[src/hw/rtl/pcsp_pkg.sv]
// pcsp_pkg: shared types and constants of the PNG chunk stream parser.
// No dependencies; imported by every module of the parser.
package pcsp_pkg;

    // Parse phase
    typedef enum logic [2:0] {
        PH_SIG  = 3'd0,
        PH_LEN  = 3'd1,
        PH_TYPE = 3'd2,
        PH_BODY = 3'd3,
        PH_CRC  = 3'd4,
        PH_DONE = 3'd5
    } pcsp_phase_t;

    // Status codes as seen on the status port
    typedef enum logic [1:0] {
        ST_RUN     = 2'd0,
        ST_END     = 2'd1,
        ST_BADSIG  = 2'd2,
        ST_BADIHDR = 2'd3
    } pcsp_status_t;

    localparam logic [7:0]  SIG_BYTES [8] = '{8'h89, 8'h50, 8'h4E, 8'h47,
                                              8'h0D, 8'h0A, 8'h1A, 8'h0A};
    localparam logic [31:0] TYPE_IHDR = 32'h4948_4452;
    localparam logic [31:0] TYPE_IDAT = 32'h4944_4154;
    localparam logic [31:0] TYPE_IEND = 32'h4945_4E44;
    localparam logic [31:0] IHDR_LEN  = 32'd13;

    // One result
    typedef struct packed {
        logic         payload_valid;
        logic [7:0]   payload_byte;
        logic         header_done;
        logic [31:0]  width;
        logic [31:0]  height;
        logic [7:0]   pixel_depth;
        logic [7:0]   pixel_format;
        logic [7:0]   compression_method;
        logic [7:0]   filter_method;
        logic [7:0]   interlace_method;
        pcsp_status_t status;
    } pcsp_result_t;

endpackage

[src/hw/rtl/png_chunk_stream_parser_core.sv]
// png_chunk_stream_parser_core: PNG signature check, chunk walk, IHDR capture,
// IDAT payload out. Uses pcsp_pkg, pcsp_parser, pcsp_result_reg.
// Result valid in the cycle after request accept. Throughput is 1 byte per
// clock while result_ready is high, set by the single-step parser logic.
// A new request is taken while the result register is empty or being drained.
// Reset (rst_n low, async): phase back to signature check, all captures zero.
module png_chunk_stream_parser_core
    import pcsp_pkg::*;
(
    input  logic         clk,
    input  logic         rst_n,

    // request side
    input  logic         data_valid,
    output logic         data_ready,
    input  logic [7:0]   data_byte,

    // result side
    output logic         result_valid,
    input  logic         result_ready,
    output logic         payload_valid,
    output logic [7:0]   payload_byte,
    output logic         header_done,
    output logic [31:0]  width,
    output logic [31:0]  height,
    output logic [7:0]   pixel_depth,
    output logic [7:0]   pixel_format,
    output logic [7:0]   compression_method,
    output logic [7:0]   filter_method,
    output logic [7:0]   interlace_method,
    output logic [1:0]   status
);

    logic         step;
    pcsp_result_t step_result;
    pcsp_result_t out_result;
    pcsp_phase_t  phase;

    // The result register frees up in the same cycle it is drained, so a
    // steady stream runs at one byte per clock with result_ready held high.
    assign data_ready = !result_valid || result_ready;
    assign step       = data_valid && data_ready;

    // Parser: state advances on every accepted request; the result it builds
    // reflects the state after that byte.
    pcsp_parser u_parser (
        .clk       (clk),
        .rst_n     (rst_n),
        .step      (step),
        .data_byte (data_byte),
        .result    (step_result),
        .phase     (phase)
    );

    // Result register: one entry, loaded on accept, cleared when taken.
    pcsp_result_reg u_result (
        .clk   (clk),
        .rst_n (rst_n),
        .load  (step),
        .d     (step_result),
        .take  (result_ready),
        .valid (result_valid),
        .q     (out_result)
    );

    assign payload_valid      = out_result.payload_valid;
    assign payload_byte       = out_result.payload_byte;
    assign header_done        = out_result.header_done;
    assign width              = out_result.width;
    assign height             = out_result.height;
    assign pixel_depth        = out_result.pixel_depth;
    assign pixel_format       = out_result.pixel_format;
    assign compression_method = out_result.compression_method;
    assign filter_method      = out_result.filter_method;
    assign interlace_method   = out_result.interlace_method;
    assign status             = out_result.status;

    // Once ended or failed, the parser never resumes.
    a_done_sticky: assert property (@(posedge clk) disable iff (!rst_n)
        phase == PH_DONE |=> phase == PH_DONE)
        else $error("parser left the done phase");

    // Payload only while parsing is still running.
    a_payload_running: assert property (@(posedge clk) disable iff (!rst_n)
        result_valid && payload_valid |-> status == ST_RUN)
        else $error("payload flagged with a terminal status");

    // An empty result register never stalls the request side.
    a_ready_when_empty: assert property (@(posedge clk) disable iff (!rst_n)
        !result_valid |-> data_ready)
        else $error("request stalled with empty result register");

    // An accepted request always produces a result next cycle.
    a_accept_to_result: assert property (@(posedge clk) disable iff (!rst_n)
        data_valid && data_ready |=> result_valid)
        else $error("accepted request produced no result");

endmodule

[src/hw/rtl/pcsp_parser.sv]
// pcsp_parser: chunk walker state and IHDR capture registers.
// Advances one byte per step; builds the result from the post-step state.
// Depends on pcsp_pkg.
module pcsp_parser
    import pcsp_pkg::*;
(
    input  logic         clk,
    input  logic         rst_n,
    input  logic         step,
    input  logic [7:0]   data_byte,
    output pcsp_result_t result,
    output pcsp_phase_t  phase
);

    pcsp_phase_t  phase_reg, phase_next;
    pcsp_status_t status_reg, status_next;
    logic [31:0]  byte_count_reg, byte_count_next;
    logic [31:0]  chunk_length_reg, chunk_length_next;
    logic [31:0]  chunk_type_reg, chunk_type_next;
    logic [31:0]  image_width_reg, image_width_next;
    logic [31:0]  image_height_reg, image_height_next;
    logic [39:0]  header_bytes_reg, header_bytes_next;
    logic         header_seen_reg, header_seen_next;

    logic         pv;
    logic [7:0]   pb;
    logic [31:0]  type_word;
    logic [31:0]  count_inc;

    always_ff @(posedge clk or negedge rst_n)
    begin
        if (!rst_n)
        begin
            phase_reg        <= PH_SIG;
            status_reg       <= ST_RUN;
            byte_count_reg   <= '0;
            chunk_length_reg <= '0;
            chunk_type_reg   <= '0;
            image_width_reg  <= '0;
            image_height_reg <= '0;
            header_bytes_reg <= '0;
            header_seen_reg  <= 1'b0;
        end
        else if (step)
        begin
            phase_reg        <= phase_next;
            status_reg       <= status_next;
            byte_count_reg   <= byte_count_next;
            chunk_length_reg <= chunk_length_next;
            chunk_type_reg   <= chunk_type_next;
            image_width_reg  <= image_width_next;
            image_height_reg <= image_height_next;
            header_bytes_reg <= header_bytes_next;
            header_seen_reg  <= header_seen_next;
        end
    end

    always_comb
    begin
        phase_next        = phase_reg;
        status_next       = status_reg;
        byte_count_next   = byte_count_reg;
        chunk_length_next = chunk_length_reg;
        chunk_type_next   = chunk_type_reg;
        image_width_next  = image_width_reg;
        image_height_next = image_height_reg;
        header_bytes_next = header_bytes_reg;
        header_seen_next  = header_seen_reg;
        pv                = 1'b0;
        pb                = 8'h00;
        type_word         = {chunk_type_reg[23:0], data_byte};
        count_inc         = byte_count_reg + 32'd1;

        unique case (phase_reg)
            PH_SIG:
            begin
                if (data_byte != SIG_BYTES[byte_count_reg[2:0]])
                begin
                    status_next = ST_BADSIG;
                    phase_next  = PH_DONE;
                end
                else if (byte_count_reg >= 32'd7)
                begin
                    byte_count_next = '0;
                    phase_next      = PH_LEN;
                end
                else
                begin
                    byte_count_next = count_inc;
                end
            end
            PH_LEN:
            begin
                chunk_length_next = {chunk_length_reg[23:0], data_byte};
                if (byte_count_reg >= 32'd3)
                begin
                    byte_count_next = '0;
                    chunk_type_next = '0;
                    phase_next      = PH_TYPE;
                end
                else
                begin
                    byte_count_next = count_inc;
                end
            end
            PH_TYPE:
            begin
                chunk_type_next = type_word;
                if (byte_count_reg < 32'd3)
                begin
                    byte_count_next = count_inc;
                end
                else
                begin
                    byte_count_next = '0;
                    if (type_word == TYPE_IEND || type_word == 32'd0)
                    begin
                        status_next = ST_END;
                        phase_next  = PH_DONE;
                    end
                    else if (type_word == TYPE_IHDR && chunk_length_reg != IHDR_LEN)
                    begin
                        status_next = ST_BADIHDR;
                        phase_next  = PH_DONE;
                    end
                    else
                    begin
                        if (type_word == TYPE_IHDR)
                        begin
                            header_seen_next = 1'b0;
                        end
                        phase_next = (chunk_length_reg == 32'd0) ? PH_CRC : PH_BODY;
                    end
                end
            end
            PH_BODY:
            begin
                if (chunk_type_reg == TYPE_IHDR)
                begin
                    if (byte_count_reg < 32'd4)
                    begin
                        image_width_next = {image_width_reg[23:0], data_byte};
                    end
                    else if (byte_count_reg < 32'd8)
                    begin
                        image_height_next = {image_height_reg[23:0], data_byte};
                    end
                    else
                    begin
                        header_bytes_next = {header_bytes_reg[31:0], data_byte};
                    end
                    if (byte_count_reg == IHDR_LEN - 32'd1)
                    begin
                        header_seen_next = 1'b1;
                    end
                end
                else if (chunk_type_reg == TYPE_IDAT)
                begin
                    pv = 1'b1;
                    pb = data_byte;
                end
                if (count_inc == chunk_length_reg)
                begin
                    byte_count_next = '0;
                    phase_next      = PH_CRC;
                end
                else
                begin
                    byte_count_next = count_inc;
                end
            end
            PH_CRC:
            begin
                if (byte_count_reg >= 32'd3)
                begin
                    byte_count_next   = '0;
                    chunk_length_next = '0;
                    phase_next        = PH_LEN;
                end
                else
                begin
                    byte_count_next = count_inc;
                end
            end
            default:
            begin
                // ended or failed: hold everything
            end
        endcase
    end

    always_comb
    begin
        result.payload_valid      = pv;
        result.payload_byte       = pb;
        result.header_done        = header_seen_next;
        result.width              = image_width_next;
        result.height             = image_height_next;
        result.pixel_depth        = header_bytes_next[39:32];
        result.pixel_format       = header_bytes_next[31:24];
        result.compression_method = header_bytes_next[23:16];
        result.filter_method      = header_bytes_next[15:8];
        result.interlace_method   = header_bytes_next[7:0];
        result.status             = status_next;
    end

    assign phase = phase_reg;

endmodule

[src/hw/rtl/pcsp_result_reg.sv]
// pcsp_result_reg: output register for one result, valid/ready on the far side.
// Depends on pcsp_pkg.
module pcsp_result_reg
    import pcsp_pkg::*;
(
    input  logic         clk,
    input  logic         rst_n,
    input  logic         load,
    input  pcsp_result_t d,
    input  logic         take,
    output logic         valid,
    output pcsp_result_t q
);

    logic         valid_reg, valid_next;
    pcsp_result_t q_reg;

    always_comb
    begin
        valid_next = valid_reg;
        if (load)
        begin
            valid_next = 1'b1;
        end
        else if (take)
        begin
            valid_next = 1'b0;
        end
    end

    always_ff @(posedge clk or negedge rst_n)
    begin
        if (!rst_n)
        begin
            valid_reg <= 1'b0;
        end
        else
        begin
            valid_reg <= valid_next;
        end
    end

    always_ff @(posedge clk)
    begin
        if (load)
        begin
            q_reg <= d;
        end
    end

    assign valid = valid_reg;
    assign q     = q_reg;

endmodule
[config.mk]
export PLATFORM = sky130hd
export DESIGN_NAME = png_chunk_stream_parser_core
export DESIGN_NICKNAME = d
export VERILOG_FILES = /design/src/hw/rtl/pcsp_pkg.sv /design/src/hw/rtl/png_chunk_stream_parser_core.sv /design/src/hw/rtl/pcsp_parser.sv /design/src/hw/rtl/pcsp_result_reg.sv
export SDC_FILE = /design/constraint.sdc
export NUM_CORES = 1
export LEC_CHECK = 0
export ABC_AREA = 1
export BUFFER_PORTS_ARGS = -buffer_cell sky130_fd_sc_hd__buf_2
export CAP_MARGIN = 10
export CORE_UTILIZATION = 45
export DETAILED_ROUTE_END_ITERATION = 7
export PLACE_DENSITY = 0.66
export REMOVE_ABC_BUFFERS = 1
export SLEW_MARGIN = 0
export SYNTH_ARGS = -nofsm -noshare
export SYNTH_HDL_FRONTEND = slang
export SYNTH_HIERARCHICAL = 1
export SYNTH_SLANG_ARGS = --single-unit
[constraint.sdc]
create_clock -name clk -period 5 [get_ports clk]
set_input_delay 0.75 -clock clk [delete_from_list [all_inputs] [get_ports clk]]
set_output_delay 0.75 -clock clk [all_outputs]
set_load 0.03 [all_outputs]
==> impl_metrics.toml <==
[clocking]
clock_path_buffers = 3
cts.repair.resized = 0
clk_pin_slew_worst_paths_ns = 0.06
ctsHoldBuffers = 0
postCtsSetupBuffers = 0
cts_tree = "built"
cts_sinks = 323
worst_skew_pair.late_latency_ns = 0.53
h-tree-depth = 2
root_buffer = "clkbuf_16"
cts_buffers = 37

[layout]
layout_commonest_cell = "nand2_1"
antennaDiodeCount = 0
syn_to_final_growth_pct = 14.2
stdcell_area_sq_um = 18000
nNetsFinal = 2060
mostFrequentLayoutCells = "nand2_1, inv_1, o21ai_0, dfrtp_1, buf_2"
drive_gt1_share_pct = 10.8
largest_reg_flops = 116

[sta]
setup_slack_ns = 1.65
hold_violations = 0
skew_ns = 0.0165
tightest_slew_ns = 1.14
rsz0062_at_grt = "no"
hold_ws_ns = 0.268
max_freq_mhz = 299
max_slew_margin_pct = 24.1
period_minus_slack_ns = 3.35
slew_viol_final = 0
final.setup.tns_ns = 0
setup_viol = 0
period_share_pct = 67.0

[routing]
wl_met3_um = 2020
drt_wl_total_um = 37700
drc_errors = 0
first_iter_violations = 1158
final_antenna_net_count = 0
wl_met1_um = 17500
wl_per_cell_um = 14.9
dr.pass1.iters = 6
top_layer = "met4"
viasPerCell = 5.11
via_count = 12918
wl_met2_um = 17300

[synthesis]
synthArstFlopShare_pct = 64.1
postSynthCellCount = 1938
netlist_area_sq_um = 15700
ys.flop_type = "dfrtp_1"
synth_warnings = 6
syn-mean-instance-area_sq_um = 8.12
synth_edf_count = 116
synth-seq-cells = 323
ys_seq_area_share_pct = 55.1
ys_types = 43

[critical_path]
critPathMostFrequentCell = "inv_1"
ff2ff_setup_slack_ns = 1.65
crit_chain = "nor4_1 -> nand4_1 -> nor3_1 -> nand2_1 -> inv_1 -> nand2_2 -> buf_4 -> o21ai_0 -> inv_1"
crit_buf_inv = 3
critical_path_class = "reg -> reg"
critical_path.startpoint_type = "register"
worstPathRequired_ns = 5.27
endpoint_kind = "register"
r2r-end = "u_result/q[36]$_DFFE_PP_"
setup.worst_path.end = "u_result/q[36]$_DFFE_PP_"
r2r_start = "u_parser/chunk_type_reg[29]$_DFFE_PN0P_"
critPathTopFamily = "simple AND/OR/NAND/NOR gates"
reg2reg_depth = 9
crit_fanout = 62
crit_path_max_incr_delay_ns = 0.57
cp.arrival_ns = 3.62
cp-startpoint = "u_parser/chunk_type_reg[29]$_DFFE_PN0P_"
cp.depth = 9
critPathSlowestCell = "nand2_2"

[power_and_ir_drop]
p_per_area_nw_per_um2 = 476
p_int_mw = 5.52
p_sw_share_pct = 35.5
pwr-share-seq_pct = 43.0
p_sw_mw = 3.03
ir_drop_mv = 0.270
combPwrFrac_pct = 26.7
power.share.clock_pct = 30.4
power.leakage_nw = 9.05

[global_routing]
grt_use_total_pct = 21.2
grt_overflow = 0
antenna_found_initial = 0
grt_start_max_net_pins = 126
grt_pass1_vias = 12095
grt_pass1_wl_um = 61500

[die]
rows = 68
die-area_sq_um = 35700
initial_core_util_pct = 45.7
coreArea_sq_um = 34500
ios = 130
dieHeight_um = 189
die_w_um = 189

[placement]
io_buffers = 129
placed_area_sq_um = 16800
post-place-ws_ns = 1.74
hpwl_um = 25000
gp_congestion = 0.911

[run_status]
status = "complete, no violations"

[hold_path]
hold_path_class = "in -> async"

[run]
cap_violations = 0
==> power groups by stage <==
stage / Clock, mW / Sequential (mW) / Combinational, mW
after detailed placement: 0 / 3.71 / 2.26
final: 2.60 / 3.67 / 2.28
after floorplan: 0 / 3.87 / 1.37
after global placement: 0 / 3.70 / 2.23
after global routing: 2.78 / 3.73 / 2.56
after CTS: 2.68 / 3.67 / 2.27
==> synth_stat cells, types with 2 or more instances <==
cell type  number  share of area [%]
clkbuf_1       59                1.4
o21ai_1        32                1.0
nor2_2          6               0.24
nand3_2         4               0.25
buf_6           3               0.21
a21oi_1        18               0.57
dfrtp_1       207                 33
ha_1            4               0.32
nand2_4         4               0.29
inv_1         351                8.4
inv_2           2              0.048
nand3b_1        3               0.14
edfxtp_1      116                 22
o22ai_1        32                1.3
nor4_1         10               0.40
buf_2           7               0.22
xor2_1          5               0.28
o21ai_0       225                7.2
nor2_4          5               0.36
or2_1           2              0.080
nor2_1        110                2.6
nand3_1       119                3.8
nand2_2         2              0.080
nand2_1       546                 13
buf_4           2              0.095
nand4_1        31                1.2
nor3_1         17               0.54
==> worst min path at each step <==
stage,start,to,slack (ns)
2_1_floorplan,rst_n,u_parser/byte_count_reg[0]$_DFFE_PN0P_,0.45
3_3_place_gp,u_parser/image_height_reg[25]$_DFFE_PN0P_,u_parser/image_height_reg[25]$_DFFE_PN0P_,0.46
3_5_place_dp,u_parser/image_height_reg[28]$_DFFE_PN0P_,u_parser/image_height_reg[28]$_DFFE_PN0P_,0.47
4_1_cts,rst_n,u_parser/header_bytes_reg[23]$_DFFE_PN0P_,0.30
5_1_grt,rst_n,u_parser/header_bytes_reg[15]$_DFFE_PN0P_,0.33
6_report,rst_n,u_parser/header_bytes_reg[34]$_DFFE_PN0P_,0.27
==> per-layer routing <==
| layer | vias to the layer above | track usage (%) |
|---|---|---|
| met5 | - | 0 |
| met4 | 0 | 6.85 |
| met3 | 66 | 3.30 |
| met2 | 399 | 33.9 |
| met1 | 6055 | 29.6 |
| li1 | 6398 | - |
==> layout make-up <==
cell class              instances  area (sq um)
clock buffers                  54          1070
clock inverters                13          95.1
repair buffers                139           762
fillers                      3217         16500
inverters                     353          1330
multi-input cells            1190          5470
flip-flops and latches        323          8660
well taps                     455           569
==> logic make-up (layout without fill, tap and decap cells) <==
logic type | after synthesis | after routing | synth area share (%)
AO/OA/AOI/OAI | 315 | 315 | 10.4
AND/OR/NAND/NOR | 866 | 866 | 23.5
flip-flops | 323 | 323 | 55.1
adder cells (fa/ha/maj) | 4 | 4 | 0.318
buffers and inverters | 425 | 559 | 10.4
XOR/XNOR | 5 | 5 | 0.278
==> through the flow <==
step           util (%)  total power, mW  instances
5_1_grt            52.1             9.07       2527
4_1_cts            52.1             8.62       2526
3_3_place_gp       48.7             5.93       2459
6_report           52.1             8.55       2527
3_5_place_dp       48.7             5.97       2459
2_1_floorplan         -             5.24       1866
Power figures use the tool's default switching activity.
